**config.mk**
```make
export PLATFORM = sky130hd
export DESIGN_NAME = upgrade_frame_receiver
export DESIGN_NICKNAME = d
export VERILOG_FILES = /design/src/rtl/core/ufr_pkg.sv /design/src/rtl/core/ufr_in_stage.sv /design/src/rtl/core/ufr_parser.sv /design/src/rtl/core/ufr_out_stage.sv /design/src/rtl/core/upgrade_frame_receiver.sv
export SDC_FILE = /design/constraint.sdc
export NUM_CORES = 1
export LEC_CHECK = 0
export ABC_AREA = 1
export CORE_UTILIZATION = 50
export CTS_CLUSTER_SIZE = 14
export DETAILED_ROUTE_END_ITERATION = 6
export DONT_BUFFER_PORTS = 1
export SLEW_MARGIN = 30
export SYNTH_ARGS = -nofsm -noshare
export SYNTH_HDL_FRONTEND = slang
export SYNTH_SLANG_ARGS = --single-unit
```
**constraint.sdc**
```tcl
create_clock -name aclk -period 5.7 [get_ports aclk]
set_input_delay 1.14 -clock aclk [delete_from_list [all_inputs] [get_ports aclk]]
set_output_delay 1.14 -clock aclk [all_outputs]
set_load 0.005 [all_outputs]
```
**src/rtl/core/ufr_pkg.sv**
```systemverilog
// Shared types and constants for the upgrade frame receiver.
`timescale 1ns / 1ps

package ufr_pkg;

    localparam logic [7:0] SYNC_BYTE = 8'h5a;
    localparam logic [7:0] MIN_LEN   = 8'd3;

    typedef enum logic [2:0] {
        PH_SYNC1 = 3'd0,
        PH_SYNC2 = 3'd1,
        PH_LEN   = 3'd2,
        PH_CMD   = 3'd3,
        PH_BODY  = 3'd4
    } phase_t;

    typedef enum logic [0:0] {
        REG_ACK_CODE     = 1'b0,
        REG_VERSION_CODE = 1'b1
    } reg_idx_t;

    typedef struct packed {
        logic [7:0] major_ver;
        logic [7:0] minor_ver;
        logic [7:0] build_ver;
        logic       is_version;
    } result_t;

endpackage

```
**src/rtl/core/ufr_in_stage.sv**
```systemverilog
// Input register stage: holds one received byte until the parser takes it.
`timescale 1ns / 1ps

module ufr_in_stage
    import ufr_pkg::*;
(
    input  logic       aclk,
    input  logic       aresetn,
    input  logic       s_axis_tvalid,
    output logic       s_axis_tready,
    input  logic [7:0] s_axis_tdata,   // [7:0] rx_byte
    input  logic       pop,
    output logic       byte_valid,
    output logic [7:0] rx_byte
);

    logic       valid_reg;
    logic       valid_next;
    logic [7:0] data_reg;

    assign s_axis_tready = !valid_reg || pop;
    assign valid_next    = s_axis_tvalid ? 1'b1 : (valid_reg && !pop);

    always_ff @(posedge aclk) begin
        if (!aresetn) begin
            valid_reg <= 1'b0;
        end else begin
            valid_reg <= valid_next;
        end
    end

    always_ff @(posedge aclk) begin
        if (s_axis_tvalid && s_axis_tready) begin
            data_reg <= s_axis_tdata;
        end
    end

    assign byte_valid = valid_reg;
    assign rx_byte    = data_reg;

endmodule

```
**src/rtl/core/ufr_parser.sv**
```systemverilog
// Frame parser: sync hunt, length, command, payload capture and checksum check.
`timescale 1ns / 1ps

module ufr_parser
    import ufr_pkg::*;
(
    input  logic       aclk,
    input  logic       aresetn,
    input  logic       step,
    input  logic [7:0] rx_byte,
    input  logic [7:0] ack_code,
    input  logic [7:0] version_code,
    output logic       res_valid,
    output result_t    res
);

    phase_t     phase_reg,     phase_next;
    logic [7:0] left_reg,      left_next;
    logic [7:0] sum_reg,       sum_next;
    logic [7:0] cmd_reg,       cmd_next;
    logic [1:0] pidx_reg,      pidx_next;
    logic [7:0] pay_reg [3];
    logic [7:0] pay_next [3];
    logic       is_check;
    logic       cmd_ack;
    logic       cmd_ver;

    assign is_check = (left_reg <= 8'd1);
    assign cmd_ack  = (cmd_reg == ack_code);
    assign cmd_ver  = (cmd_reg == version_code);

    // next phase
    always_comb begin
        phase_next = phase_reg;
        if (step) begin
            unique case (phase_reg)
                PH_SYNC2: phase_next = (rx_byte == SYNC_BYTE) ? PH_LEN : PH_SYNC1;
                PH_LEN:   phase_next = (rx_byte < MIN_LEN) ? PH_SYNC1 : PH_CMD;
                PH_CMD:   phase_next = PH_BODY;
                PH_BODY:  phase_next = is_check ? PH_SYNC1 : PH_BODY;
                default:  phase_next = (rx_byte == SYNC_BYTE) ? PH_SYNC2 : PH_SYNC1;
            endcase
        end
    end

    // datapath and result
    always_comb begin
        left_next = left_reg;
        sum_next  = sum_reg;
        cmd_next  = cmd_reg;
        pidx_next = pidx_reg;
        pay_next  = pay_reg;
        res_valid = 1'b0;
        res       = '0;
        if (step) begin
            unique case (phase_reg)
                PH_LEN: begin
                    if (rx_byte >= MIN_LEN) begin
                        sum_next  = rx_byte;
                        left_next = rx_byte - 8'd1;
                        pidx_next = 2'd0;
                        pay_next  = '{8'd0, 8'd0, 8'd0};
                    end
                end
                PH_CMD: begin
                    cmd_next  = rx_byte;
                    sum_next  = sum_reg + rx_byte;
                    left_next = left_reg - 8'd1;
                end
                PH_BODY: begin
                    if (!is_check) begin
                        if (pidx_reg != 2'd3) begin
                            pay_next[pidx_reg] = rx_byte;
                            pidx_next          = pidx_reg + 2'd1;
                        end
                        sum_next  = sum_reg + rx_byte;
                        left_next = left_reg - 8'd1;
                    end else begin
                        left_next = 8'd0;
                        if (rx_byte == sum_reg && (cmd_ack || cmd_ver)) begin
                            res_valid = 1'b1;
                            if (!cmd_ack) begin
                                res.is_version = 1'b1;
                                res.build_ver  = pay_reg[0];
                                res.minor_ver  = pay_reg[1];
                                res.major_ver  = pay_reg[2];
                            end
                        end
                    end
                end
                default: ;
            endcase
        end
    end

    always_ff @(posedge aclk) begin
        if (!aresetn) begin
            phase_reg <= PH_SYNC1;
            left_reg  <= 8'd0;
            sum_reg   <= 8'd0;
            cmd_reg   <= 8'd0;
            pidx_reg  <= 2'd0;
            pay_reg   <= '{8'd0, 8'd0, 8'd0};
        end else begin
            phase_reg <= phase_next;
            left_reg  <= left_next;
            sum_reg   <= sum_next;
            cmd_reg   <= cmd_next;
            pidx_reg  <= pidx_next;
            pay_reg   <= pay_next;
        end
    end

endmodule

```
**src/rtl/core/ufr_out_stage.sv**
```systemverilog
// Result register stage driving the master stream port.
`timescale 1ns / 1ps

module ufr_out_stage
    import ufr_pkg::*;
(
    input  logic        aclk,
    input  logic        aresetn,
    input  logic        push,
    input  result_t     res,
    output logic        can_take,
    output logic        m_axis_tvalid,
    input  logic        m_axis_tready,
    output logic [23:0] m_axis_tdata,  // [7:0] build_ver, [15:8] minor_ver, [23:16] major_ver
    output logic [0:0]  m_axis_tuser   // [0] is_version
);

    logic    valid_reg;
    logic    valid_next;
    result_t res_reg;

    assign can_take   = !valid_reg || m_axis_tready;
    assign valid_next = can_take ? push : valid_reg;

    always_ff @(posedge aclk) begin
        if (!aresetn) begin
            valid_reg <= 1'b0;
        end else begin
            valid_reg <= valid_next;
        end
    end

    always_ff @(posedge aclk) begin
        if (can_take && push) begin
            res_reg <= res;
        end
    end

    assign m_axis_tvalid   = valid_reg;
    assign m_axis_tdata    = {res_reg.major_ver, res_reg.minor_ver, res_reg.build_ver};
    assign m_axis_tuser[0] = res_reg.is_version;

endmodule

```
**src/rtl/core/upgrade_frame_receiver.sv**
```systemverilog
// Top level of the upgrade frame receiver.
`timescale 1ns / 1ps

// Byte-stream deframer: hunts for two 0x5a sync bytes, takes a length byte L
// (L below 3 is dropped), then a command byte, L-3 payload bytes and a checksum
// equal to the 8-bit sum of length, command and payload. A frame with a good
// checksum whose command matches ack_code (register 0) or version_code
// (register 1) yields one result word; version results carry the first three
// payload bytes, missing bytes as zero. One byte is accepted per clock while
// the output is not stalled; a byte passes the input register and the parser,
// and its result, if any, leaves from the output register. Ready on the input
// follows the output register's ready combinationally.

module upgrade_frame_receiver
    import ufr_pkg::*;
(
    input  logic        aclk,
    input  logic        aresetn,
    input  logic        s_axis_tvalid,
    output logic        s_axis_tready,
    input  logic [7:0]  s_axis_tdata,   // [7:0] rx_byte
    output logic        m_axis_tvalid,
    input  logic        m_axis_tready,
    output logic [23:0] m_axis_tdata,   // [7:0] build_ver, [15:8] minor_ver, [23:16] major_ver
    output logic [0:0]  m_axis_tuser,   // [0] is_version
    input  logic        cfg_we,
    input  logic [0:0]  cfg_addr,
    input  logic [7:0]  cfg_wdata
);

    logic [7:0] ack_reg;
    logic [7:0] ver_reg;
    logic       byte_valid;
    logic [7:0] rx_byte;
    logic       can_take;
    logic       step;
    logic       res_valid;
    result_t    res;

    always_ff @(posedge aclk) begin
        if (!aresetn) begin
            ack_reg <= 8'd0;
            ver_reg <= 8'd1;
        end else if (cfg_we) begin
            unique case (reg_idx_t'(cfg_addr))
                REG_ACK_CODE:     ack_reg <= cfg_wdata;
                REG_VERSION_CODE: ver_reg <= cfg_wdata;
                default: ;
            endcase
        end
    end

    assign step = byte_valid && can_take;

    ufr_in_stage u_in (
        .aclk          (aclk),
        .aresetn       (aresetn),
        .s_axis_tvalid (s_axis_tvalid),
        .s_axis_tready (s_axis_tready),
        .s_axis_tdata  (s_axis_tdata),
        .pop           (step),
        .byte_valid    (byte_valid),
        .rx_byte       (rx_byte)
    );

    ufr_parser u_parser (
        .aclk         (aclk),
        .aresetn      (aresetn),
        .step         (step),
        .rx_byte      (rx_byte),
        .ack_code     (ack_reg),
        .version_code (ver_reg),
        .res_valid    (res_valid),
        .res          (res)
    );

    ufr_out_stage u_out (
        .aclk          (aclk),
        .aresetn       (aresetn),
        .push          (res_valid),
        .res           (res),
        .can_take      (can_take),
        .m_axis_tvalid (m_axis_tvalid),
        .m_axis_tready (m_axis_tready),
        .m_axis_tdata  (m_axis_tdata),
        .m_axis_tuser  (m_axis_tuser)
    );

endmodule

```
Yosys cells after proc, flatten, opt, wreduce, memory -nomap -nowiden. Index checks and enable logic that the tools add are counted.

Flip-flop bits (word level): 104. Logic and storage cells: 94. Input bits: 22.

Add/sub/neg operators: 4. Reductions and logical operators: 22. Bitwise logic cells: 6. Order comparisons: 5. Equal/unequal tests: 12. Muxes and demuxes: 28.

Operators with widths (count): $mux 24 (3); $pmux 24 s2 (1); $pmux 8 s3 (2); $mux 8 (5); $bwmux 24 (1); $eq 8x8->1 (3); $demux 8 s2 (1); $sub 8x1->8 const B (2); $pmux 3 s4 (1); $mux 2 (5); $add 8x8->8 (1); $eq 8x7->1 const B (1); $ge 8x2->1 const B (1); $le 8x1->1 const B (1); $lt 8x2->1 const B (1); $reduce_and 4->1 (2); $mux 1 (7); $eq 3x2->1 const B (2); $logic_and 1x1->1 (6); $reduce_and 2->1 (3); $not 1->1 (5); $reduce_and 5->1 (1); $reduce_or 5->1 (1); $ne 2x1->1 const B (2); 14 further kinds (19).

Logic depth before layout (Yosys ltp). Gate-level depths: netlist of the first run.

Word-level depth: 9. Gate-level depth with buffers: 13. Mapped depth without buffers: 13.

Cells and area by module. From an unflattened synthesis of the first run, not the netlist that was laid out.

Cells, all modules: 665. Area total of the unflattened synthesis: 5146.2 um2.

Modules (own cells, without submodules): ufr_parser (times used 1, area each 3409.5 um2, sequential area each 1061.0 um2, cells each 529); ufr_out_stage (times used 1, area each 802.0 um2, sequential area each 770.7 um2, cells each 32); upgrade_frame_receiver (times used 1, area each 643.1 um2, sequential area each 320.3 um2, cells each 89); ufr_in_stage (times used 1, area each 291.5 um2, sequential area each 260.2 um2, cells each 15).

Least setup slack after synthesis of the first run. No wires, ideal clock.

Path type: input port to flip-flop. Start: input port m_axis_tready. End: register u_out.res_reg (netlist bit u_out.m_axis_tdata[0]) (enable). Data required time: 5.320 ns. Setup time: 0.380 ns. Setup slack: 3.027 ns. Arrival: 2.293 ns. Cell stages on the path: 8. Cell sequence: nor2_1 > nor2_4 > inv_2 > nor2_1 > nand3_1 > nor2_2 > nand2_1 > inv_1.

Word-level cells in the longest chain between the ends: 4.

RTL lines: start, declared (line upgrade_frame_receiver.sv:23) `input logic m_axis_tready,`; $logic_or 1x1->1 * (line ufr_out_stage.sv:22) `assign can_take = !valid_reg || m_axis_tready;`; $logic_and 1x1->1 (line upgrade_frame_receiver.sv:53) `assign step = byte_valid && can_take;`; $mux 1 (line ufr_parser.sv:55) `if (step) begin`; $logic_and 1x1->1 * (line ufr_out_stage.sv:34) `if (can_take && push) begin`; end signal, assigned (line ufr_out_stage.sv:35) `res_reg <= res;`; end, declared (line ufr_out_stage.sv:20) `result_t res_reg;`.

Every way passes the cells marked *; elsewhere a longest branch is shown, timed or not. A chain may end at the register's enable or synchronous reset.

Final worst setup path of the first run.
Start: register u_in.data_reg[5] (netlist: u_in.rx_byte[5]). End: register u_out.res_reg (netlist bit u_out.m_axis_tdata[13]) (enable).

Word-level cells in the longest chain between the ends: 7.

RTL lines: start, declared (line ufr_in_stage.sv:19) `logic [7:0] data_reg;`; start signal, assigned (line ufr_in_stage.sv:34) `data_reg <= s_axis_tdata;`; $eq 8x8->1 (line ufr_parser.sv:80) `if (rx_byte == sum_reg && (cmd_ack || cmd_ver)) begin`; $logic_and 1x1->1 (line ufr_parser.sv:80); $mux 1 (line ufr_parser.sv:80); $mux 1 (line ufr_parser.sv:71) `if (!is_check) begin`; $mux 1 (line ufr_parser.sv:56) `unique case (phase_reg)`; $mux 1 (line ufr_parser.sv:55); $logic_and 1x1->1 (line ufr_out_stage.sv:34).

Every way passes these cells.

==> impl_metrics.toml, run 1 <==
[global_routing]
grt.total_usage_pct = 21.5
grt_pass1_wl_um = 17000
grt_pass1_vias = 3436
grt_max_degree = 39
antenna_found_initial = 0
grt-ovfl-total = 0

[worst_setup_path]
required_ns = 5.70
startpoint_type = "flop"
worstPathMaxFanout = 25
cp_slowest_cell = "inv_1"
max_stage_delay_ns = 0.64
worstSetupPathType = "reg2reg"
rrSetupSlack_ns = 2.89
end_kind = "flop"
path_cells = "ha_1, nor4_1, nand3_1, nor2_2, nand2_1, inv_1"
worstPathArrival_ns = 2.81

[cts]
clock_latency_ns = 0.38
cts_resized = 0
clock_path_buffers = 2
cts_setup_buffers = 0
cts_tree = "done"
clk_pin_slew_ns = 0.11
clock-root-buffer = "clkbuf_8"
cts.sink_count = 104
htree_levels = 3
ctsHoldBuffers = 0
numCtsBuffers = 9

[finish]
final_core_util_pct = 54.6
multi_input_area_sq_um = 2240
syn2layout_area_growth_pct = 5.68
regArea_sq_um = 2410
n_fill_cell = 959
layout-drive-gt1-share_pct = 6.83
antenna_cells = 0
nets = 678

[timing]
post-route-period-util_pct = 49.3
fin_crit_ns = 2.81
max_freq_mhz = 356
rsz0062_at_grt = "false"
hold_viol = 0
final_max_slew_viol_count = 0
skew_ns = 0.0146
slew_headroom_pct = 41.5
worst_slew_pin_slew_ns = 0.876
finalSetupTns_ns = 0
setup_viol = 0

[synthesis]
synth_nets = 683
synthTopCellsByArea = "dfxtp_1 (28%), edfxtp_1 (20%), nor2_1 (8.6%), nand2_1 (7.8%), inv_1 (5.5%)"
netlist.area_leader.share_pct = 28.2
synth.cell_area_sq_um = 5050
synth_cells = 644
yosys.area.top_type = "dfxtp_1"
ys_seq_elements = 104
ys_types = 34
avgSynthCellArea_sq_um = 7.84
ys_seq_area_share_pct = 47.8
yosys_warnings = 0

[routing]
avgRoutedWirePerCell_um = 13.3
antenna_left = 0
drc = 0
drt_iter0_drc = 214
routed_wirelength_um = 10300
firstDrtPassIters = 5
vias = 3915
viasPerCell = 5.04

[hold_path]
hold_class = "reg2reg"

[floorplan]
io-pin-count = 49
core_sq_um = 9770
start_util_pct = 51.6
die_area_sq_um = 10500
die_y_um = 102
fp.dieW_um = 102
rows = 36

[outcome]
status = "finished, final reports clean"

[flow_run]
cap_violations = 0

[power_and_ir_drop]
leakagePower_nw = 2.13
finalPower_mw = 1.37
p_per_area_nw_per_um2 = 257
ir_drop_mv = 0.105

[placed_design]
place_hpwl_um = 7480
io_buffer_count = 0
place_congestion = 0.935
## worst max-delay path, delay by kind of cell, from the launching register on
kind	cells	cell delay (ns)
fa+ha+maj	1	0.41
buf+inv	1	0.64
flops	1	0.54
simple gates	4	0.82
## report_power, final
group	internal [mW]	switching [mW]
Clock	0.207	0.265
Combinational	0.0374	0.0704
Sequential	0.775	0.0170
## layout by cell type, fill, tap and decap left out
| cell | synthesis | final |
|---|---|---|
| a21o_1 | 1 | 1 |
| a21oi_1 | 50 | 50 |
| a31oi_1 | 1 | 1 |
| and2_1 | 1 | 1 |
| bufinv_16 | 0 | 1 |
| clkbuf_8 | 0 | 9 |
| clkinv_2 | 0 | 1 |
| clkinv_4 | 0 | 2 |
| clkinv_8 | 0 | 1 |
| clkinvlp_4 | 0 | 2 |
| dfxtp_1 | 71 | 71 |
| edfxtp_1 | 33 | 33 |
| fa_1 | 1 | 1 |
| ha_1 | 16 | 16 |
| inv_1 | 74 | 74 |
| inv_2 | 5 | 6 |
| inv_4 | 1 | 1 |
| nand2_1 | 105 | 105 |
| nand2_2 | 6 | 6 |
| nand2_4 | 5 | 5 |
| nand3_1 | 52 | 52 |
| nand3_2 | 2 | 2 |
| nand3b_1 | 1 | 1 |
| nand4_1 | 2 | 2 |
| nor2_1 | 115 | 115 |
| nor2_2 | 4 | 4 |
| nor2_4 | 2 | 2 |
| nor3_1 | 5 | 5 |
| nor4_1 | 1 | 1 |
| o21ai_0 | 46 | 46 |
| o21ai_1 | 1 | 1 |
| o22ai_1 | 3 | 3 |
| or2_2 | 2 | 2 |
| xnor2_1 | 13 | 13 |
| xor2_1 | 8 | 8 |
## layout make-up
type	count	share of cell area [%]
multi-input cells	443	42.0
clock buffers	9	2.32
well taps	133	3.12
inverters	81	5.75
clock inverters	7	1.57
flip-flops and latches	104	45.2
## synth_stat cells, drive strengths merged
master and instances:
clkinv 1, inv 80, ha 16, dfxtp 71, a31oi 1, nor2 121, or2 2, xor2 8
clkbuf 7, nand3 54, nand3b 1, nor3 5, and2 1, o22ai 3, nand2 116, xnor2 13
fa 1, o21ai 47, buf 9, nand4 2, a21o 1, a21oi 50, edfxtp 33, nor4 1
## layer usage
layer  vias to the layer above  global-route usage (%)  part of all wire [%]
met5                         -                       0                     0
met4                         0                    8.24                   1.3
met3                         9                    4.38                   3.4
met2                        66                    37.0                    51
met1                      1776                    26.3                    44
li1                       2064                       -                     -
## kinds of logic after synthesis
| family | share of synthesized area (%) |
|---|---|
| and+or+nand+nor | 26.1 |
| DFF | 47.8 |
| AOI/OAI and AO/OA | 10.3 |
| xor gates and xnor gates | 3.65 |
| buffers and inverters | 7.81 |
| adders and majority gates | 4.36 |
## metrics by stage
step                      area [sq um]  cells  hold WS [ns]  setup WS, ns
final                             5330    777         0.464          2.89
after global routing              5330    777         0.483          2.67
after CTS                         5330    777         0.467          2.84
after global placement            5120    761         0.451          2.75
after floorplan                   5050    644         0.439          3.03
after detailed placement          5120    761         0.453          2.69
## worst paths after layout
| check | from | depth (start not counted) | end |
|---|---|---|---|
| hold / removal | u_parser.pay_reg[8] | 2 | u_parser.pay_reg[8] |
| hold reg to reg | u_parser.pay_reg[8] | 2 | u_parser.pay_reg[8] |
| setup reg to reg | u_in.rx_byte[5] | 6 | u_out.m_axis_tdata[13] |
| setup / recovery | u_in.rx_byte[5] | 6 | u_out.m_axis_tdata[13] |
(Power assumes the default switching activity.)
==> run 2: changes to the inputs <==
PLACE_DENSITY = 0.68   (was not set)
clock period = 2.3 ns   (was 5.7 ns; I/O delays follow)
==> impl_metrics.toml, run 2 (same netlist as run 1, synthesis figures left out) <==
[outcome]
status = "finished, final reports clean"

[cts]
cts_tree = "done"
numCtsBuffers = 9
clock_path_buffers = 2
cts.sink_count = 104
clock-root-buffer = "clkbuf_8"
ctsHoldBuffers = 0
clock_latency_ns = 0.38
clk_pin_slew_ns = 0.10
htree_levels = 3

[worst_setup_path]
path_delay_family = "simple AND/OR/NAND/NOR gates"
worstPathMaxFanout = 25
end_kind = "flop"
required_ns = 2.39
worstSetupPathType = "reg2reg"
cp.buffers_inverters = 2
max_stage_delay_ns = 0.43
path_cells = "ha_1, nor4_1, nand3_1, nor2_2, nand2_1, inv_1, buf_12"
cp_slowest_cell = "edfxtp_1"
worstPathArrival_ns = 2.23
startpoint_type = "flop"

[floorplan]
io-pin-count = 49
die_area_sq_um = 10500
start_util_pct = 51.6
fp.dieW_um = 102
core_sq_um = 9770
die_y_um = 102
rows = 36

[timing]
whs_ns = 0.170
post-route-period-util_pct = 93.1
skew_ns = 0.0117
max_freq_mhz = 467
hold_viol = 0
rsz0062_at_grt = "false"
finalSetupTns_ns = 0
slew_headroom_pct = 59.4
final_max_slew_viol_count = 0
setup_viol = 0
fin_crit_ns = 2.14
worst_slew_pin_slew_ns = 0.608

[global_routing]
grt.total_usage_pct = 23.3
grt_pass1_wl_um = 18500
grt_pass1_vias = 3874
grt-ovfl-total = 0
antenna_found_initial = 0
grt_max_degree = 39

[routing]
drt_iter0_drc = 189
vias = 4096
firstDrtPassIters = 4
avgRoutedWirePerCell_um = 14.3
viasPerCell = 5.18
drc = 0
antenna_left = 0
routed_wirelength_um = 11300

[finish]
syn2layout_area_growth_pct = 7.34
nets = 691
layout.cells.most_common = "nor2_1"
layout-drive-gt1-share_pct = 8.37
mostFrequentLayoutCells = "nor2_1 (115), nand2_1 (105), inv_1 (74), dfxtp_1 (71), nand3_1 (52)"
multi_input_area_sq_um = 2250
final_core_util_pct = 55.4
regArea_sq_um = 2410
antenna_cells = 0
n_fill_cell = 912

[power_and_ir_drop]
ir_drop_mv = 0.474
p_per_area_nw_per_um2 = 616
leakagePower_nw = 2.18

[hold_path]
hold_class = "in2reg"

[flow_run]
cap_violations = 0

[placed_design]
place_congestion = 0.907
place_hpwl_um = 8000
io_buffer_count = 0
run 2: area by class of cell:
| type | count | share of cell area, % |
|---|---|---|
| clock buffer | 11 | 2.61 |
| multi-input combinational | 444 | 41.5 |
| inverter | 81 | 5.66 |
| clock inverter | 5 | 0.762 |
| tap | 133 | 3.07 |
| sequential | 104 | 44.5 |
| timing repair buffer | 12 | 1.89 |
run 2: worst paths after layout:
| path | startpoint | slack, ns | depth (start not counted) | to |
|---|---|---|---|---|
| max | u_in.rx_byte[5] | 0.16 | 7 | u_out.m_axis_tdata[18] |
| min | s_axis_tdata[2] | 0.17 | 0 | u_in.rx_byte[2] |
| max reg2reg | u_in.rx_byte[5] | 0.16 | 7 | u_out.m_axis_tdata[18] |
| min reg2reg | u_parser.pay_reg[21] | 0.47 | 2 | u_parser.pay_reg[21] |
run 2: timing repair:
action | CTS | global route
setup buffers | 0 | 2
endpoints found under the hold margin | 0 | 0
resized for setup | 0 | 0
setup endpoints to repair | 0 | 6
run 2: power by group:
group	switching [mW]	internal, mW	total, mW
sequential	0.0351	1.92	1.96
combinational	0.194	0.104	0.298
clock	0.646	0.436	1.08
run 2: per-stage QoR:
step	instances	worst slack, ns	total power [mW]	instance area [sq um]
after detailed placement	771	0.123	2.29	5210
after floorplan	644	0.0274	2.22	5050
after global routing	790	0.00599	3.49	5420
final	790	0.158	3.33	5420
after CTS	787	0.105	3.35	5400
after global placement	771	0.0916	2.28	5210
run 2: routing by layer:
metal / vias to the layer above / wire [um] / part of all wire (%) / GRT usage (%)
li1: 2085 / - / - / -
met1: 1877 / 4960 / 44 / 28.6
met2: 115 / 5440 / 48 / 39.2
met3: 19 / 607 / 5.4 / 5.20
met4: 0 / 274 / 2.4 / 9.89
met5: - / 0 / 0 / 0
==> run 3: changes to the inputs <==
REMOVE_ABC_BUFFERS = 1   (was not set)
==> impl_metrics.toml, run 3 (same netlist as run 1, synthesis figures left out) <==
[outcome]
status = "finished, final reports clean"

[timing]
worst_slew_pin_slew_ns = 0.619
slew_headroom_pct = 58.5
post-route-period-util_pct = 94.1
skew_ns = 0.00952
finalSetupTns_ns = 0
fin_ws_ns = 0.136
rsz0062_at_grt = "false"
fin_crit_ns = 2.16
max_freq_mhz = 462
setup_viol = 0
hold_viol = 0
final_max_slew_viol_count = 0

[cts]
cts_resized = 0
clock_path_buffers = 2
ctsHoldBuffers = 0
clk_pin_slew_ns = 0.10
cts.sink_count = 104
cts_tree = "done"
clock-root-buffer = "clkbuf_8"
numCtsBuffers = 9
htree_levels = 3
clock_latency_ns = 0.40

[global_routing]
grt.total_usage_pct = 21.7
grt-ovfl-total = 0
grt_pass1_vias = 3607
grt_pass1_wl_um = 17200
grt_max_degree = 39
antenna_found_initial = 0

[placed_design]
detailedPlace.worstSlack_ns = 0.133
io_buffer_count = 0
place_congestion = 0.876
place_hpwl_um = 7560

[flow_run]
cap_violations = 0

[worst_setup_path]
cp_slowest_cell = "edfxtp_1"
crit_path_end = "u_out.m_axis_tdata[18]"
cp.buffers_inverters = 2
path_delay_family = "simple AND/OR/NAND/NOR gates"
timing.rr.start = "u_in.rx_byte[5]"
worstSetupPathType = "reg2reg"
worstPathMaxFanout = 25
path_cells = "ha_1, nor4_1, nand3_1, nor2_2, nand2_1, inv_1, buf_12"
path_depth = 7
worstPathArrival_ns = 2.27
end_kind = "flop"
rr_endpoint = "u_out.m_axis_tdata[18]"
rrSetupSlack_ns = 0.14
rr_worst_depth = 7
startpoint = "u_in.rx_byte[5]"
required_ns = 2.41
startpoint_type = "flop"
max_stage_delay_ns = 0.44

[floorplan]
io-pin-count = 49
core_sq_um = 9770
die_y_um = 102
die_area_sq_um = 10500
rows = 36
start_util_pct = 51.6
fp.dieW_um = 102

[routing]
drc = 0
avgRoutedWirePerCell_um = 13.5
antenna_left = 0
wl_met2_um = 5030
routed_wirelength_um = 10600
drt_iter0_drc = 221
viasPerCell = 5.10
drt-met1-wl_um = 4880
top_layer = "met4"
firstDrtPassIters = 4
wl_met3_um = 512
vias = 4016

[finish]
layout-drive-gt1-share_pct = 8.09
nets = 689
syn2layout_area_growth_pct = 7.54
mostFrequentLayoutCells = "nor2_1 (115), nand2_1 (105), inv_1 (74), dfxtp_1 (71), nand3_1 (52)"
antenna_cells = 0
n_fill_cell = 892
layout.cells.most_common = "nor2_1"

[hold_path]
hold_class = "in2reg"

[power_and_ir_drop]
p_per_area_nw_per_um2 = 632
ir_drop_mv = 0.417
leakagePower_nw = 2.18
finalPower_mw = 3.43
[run 3: area by class of cell]
class	instances	area (sq um)	area share (%)
Inverter	81	307	5.65
Multi-Input combinational cell	444	2250	41.4
Sequential cell	104	2410	44.5
Tap cell	133	166	3.07
Clock inverter	7	83.8	1.54
Timing Repair Buffer	10	87.6	1.61
Clock buffer	9	124	2.28
[run 3: what timing repair did]
item / 4_1_cts / 5_1_grt
setup endpoints to repair: 0 / 24
endpoints found under the hold margin: 0 / 0
setup buffers: 0 / 0
[run 3: per-stage QoR]
stage	cells	hold slack (ns)	cell area, sq um	utilization, %
after detailed placement	771	0.452	5210	53.3
after floorplan	628	0.439	4960	-
after global routing	788	0.129	5430	55.5
final	788	0.150	5430	55.5
after global placement	771	0.449	5210	53.3
after CTS	787	0.136	5420	55.5
[run 3: worst min path at each step]
stage / slack, ns / end / cells past startpoint / startpoint
after floorplan: 0.44 / u_parser.pay_reg[0] / 2 / u_parser.pay_reg[0]
after global placement: 0.45 / u_parser.pay_reg[12] / 2 / u_parser.pay_reg[12]
after detailed placement: 0.45 / u_parser.pay_reg[22] / 2 / u_parser.pay_reg[22]
after CTS: 0.14 / ver_reg[0] / 1 / aresetn
after global routing: 0.13 / u_in.rx_byte[3] / 0 / s_axis_tdata[3]
final: 0.15 / u_in.rx_byte[0] / 0 / s_axis_tdata[0]
[run 3: per-layer routing]
| metal | vias up | track usage, % |
|---|---|---|
| met4 | 0 | 10.2 |
| li1 | 2086 | - |
| met1 | 1817 | 27.1 |
| met3 | 17 | 5.47 |
| met2 | 96 | 35.2 |
| met5 | - | 0 |
[run 3: where the power goes]
group | internal, mW | leakage [nW] | switching (mW) | total (mW)
clock network | 0.513 | 0.0998 | 0.665 | 1.18
registers | 1.92 | 0.907 | 0.0360 | 1.96
logic | 0.101 | 1.17 | 0.191 | 0.293
total | 2.53 | 2.18 | 0.893 | 3.43
